**src/rtl/tracking_pose_transform_assert.svh**
```systemverilog
// ---------------------------------------------------------------------------
// Assertion macros for the pose transform block
// ---------------------------------------------------------------------------
`ifndef TRACKING_POSE_TRANSFORM_ASSERT_SVH
`define TRACKING_POSE_TRANSFORM_ASSERT_SVH

// check that an implication holds at every edge out of reset
`define TPT_ASSERT(label, clk, rst_n, prop, msg) \
    label: assert property (@(posedge clk) disable iff (!rst_n) prop) else $error(msg);

// check a property including during reset
`define TPT_ASSERT_ALWAYS(label, clk, prop, msg) \
    label: assert property (@(posedge clk) prop) else $error(msg);

`endif

```
**src/rtl/tpt_pkg.sv**
```systemverilog
// ---------------------------------------------------------------------------
// tpt_pkg
// Shared types and constants for the pose transform pipeline.
// ---------------------------------------------------------------------------
package tpt_pkg;

    localparam int unsigned AtanLen = 24;
    localparam int unsigned AngW    = 26;   // degrees, 16 fraction bits
    localparam int unsigned VecW    = 36;   // CORDIC vector width, room for the gain
    localparam logic signed [AngW-1:0] Deg180 = 26'sd11796480;
    localparam logic signed [14:0] RotLimit = 15'sd11520;

    localparam logic [2:0] RegOffX  = 3'd0;
    localparam logic [2:0] RegOffY  = 3'd1;
    localparam logic [2:0] RegOffZ  = 3'd2;
    localparam logic [2:0] RegSclX  = 3'd3;
    localparam logic [2:0] RegSclY  = 3'd4;
    localparam logic [2:0] RegSclZ  = 3'd5;
    localparam logic [2:0] RegFlip  = 3'd6;

    // one CORDIC cell's state
    typedef struct packed {
        logic                   vld;
        logic                   act;   // CORDIC result used
        logic signed [VecW-1:0] c;
        logic signed [VecW-1:0] s;
        logic signed [AngW-1:0] ang;
        logic signed [14:0]     rot;   // pass-through yaw
        logic                   rvld;
    } t_cell;

    function automatic logic signed [AngW-1:0] atan_deg(input logic [4:0] i);
        case (i)
            5'd0:  atan_deg = 26'sd2949120;
            5'd1:  atan_deg = 26'sd1740967;
            5'd2:  atan_deg = 26'sd919879;
            5'd3:  atan_deg = 26'sd466945;
            5'd4:  atan_deg = 26'sd234379;
            5'd5:  atan_deg = 26'sd117304;
            5'd6:  atan_deg = 26'sd58666;
            5'd7:  atan_deg = 26'sd29335;
            5'd8:  atan_deg = 26'sd14668;
            5'd9:  atan_deg = 26'sd7334;
            5'd10: atan_deg = 26'sd3667;
            5'd11: atan_deg = 26'sd1833;
            5'd12: atan_deg = 26'sd917;
            5'd13: atan_deg = 26'sd458;
            5'd14: atan_deg = 26'sd229;
            5'd15: atan_deg = 26'sd115;
            5'd16: atan_deg = 26'sd57;
            5'd17: atan_deg = 26'sd29;
            5'd18: atan_deg = 26'sd14;
            5'd19: atan_deg = 26'sd7;
            5'd20: atan_deg = 26'sd4;
            5'd21: atan_deg = 26'sd2;
            5'd22: atan_deg = 26'sd1;
            default: atan_deg = 26'sd0;
        endcase
    endfunction

endpackage

```
**src/rtl/tpt_cordic_cell.sv**
```systemverilog
// ---------------------------------------------------------------------------
// tpt_cordic_cell
// One vectoring CORDIC micro-rotation, registered, with stall hold.
// ---------------------------------------------------------------------------
module tpt_cordic_cell #(
    parameter int unsigned STEP = 0
) (
    input  logic            i_clk,
    input  logic            i_rst_n,
    input  logic            i_en,
    input  tpt_pkg::t_cell  i_cell,
    output tpt_pkg::t_cell  o_cell
);
    import tpt_pkg::*;

    t_cell r_cell;
    t_cell n_cell;

    // rotate toward zero s, arithmetic shifts floor
    always_comb begin
        n_cell = i_cell;
        if (i_cell.act) begin
            if (!i_cell.s[VecW-1]) begin
                n_cell.c   = i_cell.c + (i_cell.s >>> STEP);
                n_cell.s   = i_cell.s - (i_cell.c >>> STEP);
                n_cell.ang = i_cell.ang + atan_deg(5'(STEP));
            end else begin
                n_cell.c   = i_cell.c - (i_cell.s >>> STEP);
                n_cell.s   = i_cell.s + (i_cell.c >>> STEP);
                n_cell.ang = i_cell.ang - atan_deg(5'(STEP));
            end
        end
    end

    // advance when the chain moves
    always_ff @(posedge i_clk) begin
        if (!i_rst_n) begin
            r_cell.vld <= 1'b0;
        end else if (i_en) begin
            r_cell.vld <= n_cell.vld;
        end
        if (i_en) begin
            r_cell.act  <= n_cell.act;
            r_cell.c    <= n_cell.c;
            r_cell.s    <= n_cell.s;
            r_cell.ang  <= n_cell.ang;
            r_cell.rot  <= n_cell.rot;
            r_cell.rvld <= n_cell.rvld;
        end
    end

    assign o_cell = r_cell;
endmodule

```
**config.mk**
```make
export PLATFORM = sky130hd
export DESIGN_NAME = tpt_cordic_cell
export DESIGN_NICKNAME = d
export VERILOG_FILES = /design/src/rtl/tracking_pose_transform_assert.svh /design/src/rtl/tpt_pkg.sv /design/src/rtl/tpt_cordic_cell.sv
export SDC_FILE = /design/constraint.sdc
export NUM_CORES = 1
export LEC_CHECK = 0
export ABC_CLOCK_PERIOD_IN_PS = 8300
export BUFFER_PORTS_ARGS = -buffer_cell sky130_fd_sc_hd__buf_4
export CAP_MARGIN = 0
export CORE_ASPECT_RATIO = 0.6
export CORE_UTILIZATION = 35
export DETAILED_ROUTE_END_ITERATION = 8
export GPL_ROUTABILITY_DRIVEN = 0
export PLACE_DENSITY_LB_ADDON = 0.08
export SETUP_SLACK_MARGIN = 0.4
export SLEW_MARGIN = 40
export SYNTH_ARGS = -nofsm -noshare
export SYNTH_HDL_FRONTEND = slang
export SYNTH_SLANG_ARGS = --single-unit
```
**constraint.sdc**
```tcl
create_clock -name i_clk -period 8.3 [get_ports i_clk]
set_input_delay 1.245 -clock i_clk [delete_from_list [all_inputs] [get_ports i_clk]]
set_output_delay 1.245 -clock i_clk [all_outputs]
set_load 0.01 [all_outputs]
```
==> impl_metrics.yaml <==
clock_tree:
  cts_max_level: 4
  cts_hold_buffers: 0
  clk_pin_slew_ps: 60
  cts_repair_resize_count: 0
  cts_tree: "yes"
  cts-buffers-inserted: 17
  clock_tree.buffer_depth: 2
  cts.sink_count: 116
  clk_latency_ps: 440
  postCtsSetupRepairBufs: 0
  cts.root.buffer_cell: "sky130_fd_sc_hd__clkbuf_16"
worst_setup_path:
  path_delay_family: "compound AO/OA/AOI/OAI gates"
  worst_r2r_startpoint: "o_cell[115]"
  worst_setup_path_end_kind: "register"
  worstSetupPathType: "primary input to register"
  required_ps: 8470
  cp-endpoint: "o_cell[62]"
  cp-start-kind: "primary input"
  ff2ff_setup_slack_ps: 7700
  critical_path_buf_inv_count: 2
  critPathArrivalTime_ps: 4720
  timing.critical_path.from: "i_cell[42]"
  timing.reg2reg.worst_path_depth: 2
  timing.critical_path.slowest_stage_cell: "sky130_fd_sc_hd__or4_1"
  crit_cells: 13
  slowest_delay_ps: 480
  path_cells: "buf_4 > ha_1 > inv_1 > fa_1 > o21ba_2 > or4_1 > a211oi_1 > o21ai_0 > and2_1 > o21ai_1 > a22oi_1 > xnor2_1 > a21oi_1"
  end_of_the_worst_register_to_register_path: "o_cell[115]"
  crit_fanout: 4
timing:
  setup-tns-final_ps: 0
  setup_viol_count_final: 0
  post-route-worst-setup-slack_ps: 3751
  finalWorstPathRequiredPeriod_ps: 4549
  timing.final.max_slew_violations: 0
  slew_limit_headroom: 0.3725
  rsz0062_at_grt: "no"
  final.setup_skew_ps: 0
  period_utilisation_layout: 0.5481
  worst_pin_slew_ps: 934.1
  max_freq_ghz: 0.2198
  final_hold_violations: 0
placed_design:
  port_buffers: 234
  dp.final_hpwl_microns: 31070
  placement.setup.worst_slack_ps: 3430
  placement.cell_area_sq_mm: 0.01323
logic_synthesis:
  synth_seq_cells: 116
  ys_seq_area_frac: 0.3114
  dominantRegCellSynth: "sky130_fd_sc_hd__edfxtp_1"
  post_synth_instance_area_sq_mm: 0.01115
  ys_top_cells_by_count: "sky130_fd_sc_hd__a21oi_1, sky130_fd_sc_hd__nor2_1, sky130_fd_sc_hd__ha_1, sky130_fd_sc_hd__edfxtp_1, sky130_fd_sc_hd__inv_1"
  post_synthesis_net_count: 1560
  synthTopCellsByArea: "sky130_fd_sc_hd__edfxtp_1, sky130_fd_sc_hd__ha_1, sky130_fd_sc_hd__a21oi_1"
  ys_async_sr_fraction: 0
  yosys_warnings: 0
  synth_most_common_cell: "sky130_fd_sc_hd__a21oi_1"
  synth_area_leader_cell: "sky130_fd_sc_hd__edfxtp_1"
  synth_cell_types: 75
  syn_inst: 1320
  avgSynthCellArea_sq_um: 8.449
  synth_enable_flop_cells: 115
  synth_top_area_share: 0.3096
hold_path:
  hold_path.class: "register to register"
route:
  detailroute.via_count: 10790
  routed_via_density: 5.554
  detail_route.wl_per_cell_microns: 20.58
  ant_nets: 0
  wl_microns: 39960
  drtIter0Drc: 1005
  drt-pass1-iter-count: 6
  drc: 0
global_route:
  grt_max_degree: 75
  grt_use_total: 0.2427
  grt_antenna_before_repair: 0
  residual_overflow_from_global_routing: 0
  number_of_global_route_vias_before_repair: 9826
  grt_first_pass_wirelength_microns: 59610
layout:
  n_antenna_cell: 0
  area_delta_synth_final_pct: 24.43
  postLayoutCoreUtil: 0.4437
  max_reg_flops: 116
  final_layout_size_suffix_gt1_frac: 0.1907
  final_area_sq_mm: 0.01388
  nNetsFinal: 1753
floorplanning:
  die_width_microns: 232.5
  core.rowCount: 50
  design.core.area_sq_mm: 0.03128
  effective_utilization_at_floorplan: 0.3566
  die_h_microns: 140.3
  die_area_sq_mm: 0.03261
  top_level_ports: 235
power_and_ir_drop:
  worst_vdd_ir_v: 0.0001417
  power-per-cell-area_mw_per_mm2: 174.3
  leakage_nw: 6.017
run:
  max-cap-violations: 0
outcome:
  run_status: "completed"
## where the power goes
part | switching [W] | total (W) | internal (W)
logic | 0.000496 | 0.000832 | 0.000336
clock network | 0.000307 | 0.000839 | 0.000532
registers | 0.0000205 | 0.000749 | 0.000728
total | 0.000824 | 0.00242 | 0.00160
## placed cells by master, fill, tap and decap left out, types with 6 or more instances in the layout
master	instances
sky130_fd_sc_hd__buf_4	238
sky130_fd_sc_hd__a21oi_1	155
sky130_fd_sc_hd__nor2_1	136
sky130_fd_sc_hd__ha_1	117
sky130_fd_sc_hd__edfxtp_1	115
sky130_fd_sc_hd__inv_1	105
sky130_fd_sc_hd__o21ai_0	92
sky130_fd_sc_hd__nand2_1	76
sky130_fd_sc_hd__xnor2_1	55
sky130_fd_sc_hd__a21o_1	35
sky130_fd_sc_hd__nor3_1	32
sky130_fd_sc_hd__mux2i_1	25
sky130_fd_sc_hd__o21bai_1	23
sky130_fd_sc_hd__a211oi_1	22
sky130_fd_sc_hd__nor2b_1	21
sky130_fd_sc_hd__xor2_1	18
sky130_fd_sc_hd__clkbuf_16	17
sky130_fd_sc_hd__nand2b_1	13
sky130_fd_sc_hd__nand3_1	13
sky130_fd_sc_hd__nand4_1	13
sky130_fd_sc_hd__or3_1	11
sky130_fd_sc_hd__o211ai_1	11
sky130_fd_sc_hd__nor4_1	11
sky130_fd_sc_hd__o31ai_1	10
sky130_fd_sc_hd__and2_1	9
sky130_fd_sc_hd__o21a_1	9
sky130_fd_sc_hd__a31oi_1	9
sky130_fd_sc_hd__mux2_2	7
sky130_fd_sc_hd__nor3b_1	6
sky130_fd_sc_hd__a21boi_0	6
sky130_fd_sc_hd__o221ai_1	6
## layer usage
layer  wire, microns  up-vias  global-route usage  part of all wire
li1                -     5165                   -                 -
met1           19920     5102              0.3774              0.50
met2           15090      489              0.3080              0.38
met3            4492       29             0.08673              0.11
met4             454        0             0.05263             0.011
met5               0        -                   0                 0
## worst min path at each step
stage | startpoint | end | cells after the start
2_1_floorplan | o_cell[115] | o_cell[115] | 2
3_3_place_gp | o_cell[115] | o_cell[115] | 2
3_5_place_dp | o_cell[115] | o_cell[115] | 2
4_1_cts | o_cell[115] | o_cell[115] | 2
5_1_grt | o_cell[115] | o_cell[115] | 2
6_report | o_cell[115] | o_cell[115] | 2
## kinds of logic (layout without fill, tap and decap cells)
kind of cell | after synthesis | in the layout | share of synthesized area
buffers and inverters | 174 | 380 | 0.05946
adders and majority gates | 121 | 121 | 0.1384
and+or+nand+nor | 358 | 358 | 0.1510
xor gates and xnor gates | 73 | 73 | 0.05733
DFF | 116 | 116 | 0.3114
AOI/OAI and AO/OA | 445 | 445 | 0.2519
muxes | 33 | 33 | 0.03051
## worst reg2reg max path: stages (launching register included)
cell and delay [ps]:
sky130_fd_sc_hd__dfxtp_1 300, sky130_fd_sc_hd__mux2i_1 130, sky130_fd_sc_hd__nor2b_1 60
## final cells by class
cell class              instances  area, sq um
clock inverters                13        203.9
inverters                     108        405.4
clock buffers                  19        432.9
flip-flops and latches        116         3473
fillers                      3166        17400
repair buffers                240         1818
multi-input cells            1030         7024
well taps                     416        520.5
## stage by stage
| stage | hold slack, ps | power (W) | instances |
|---|---|---|---|
| 3_5_place_dp | 509.0 | 0.001574 | 1910 |
| 3_3_place_gp | 523.4 | 0.001574 | 1909 |
| 5_1_grt | 565.5 | 0.002541 | 1942 |
| 2_1_floorplan | 538.3 | 0.001246 | 1320 |
| 4_1_cts | 529.4 | 0.002432 | 1942 |
| 6_report | 523.9 | 0.002420 | 1942 |
Note: power is estimated with default switching activity, not from simulation.
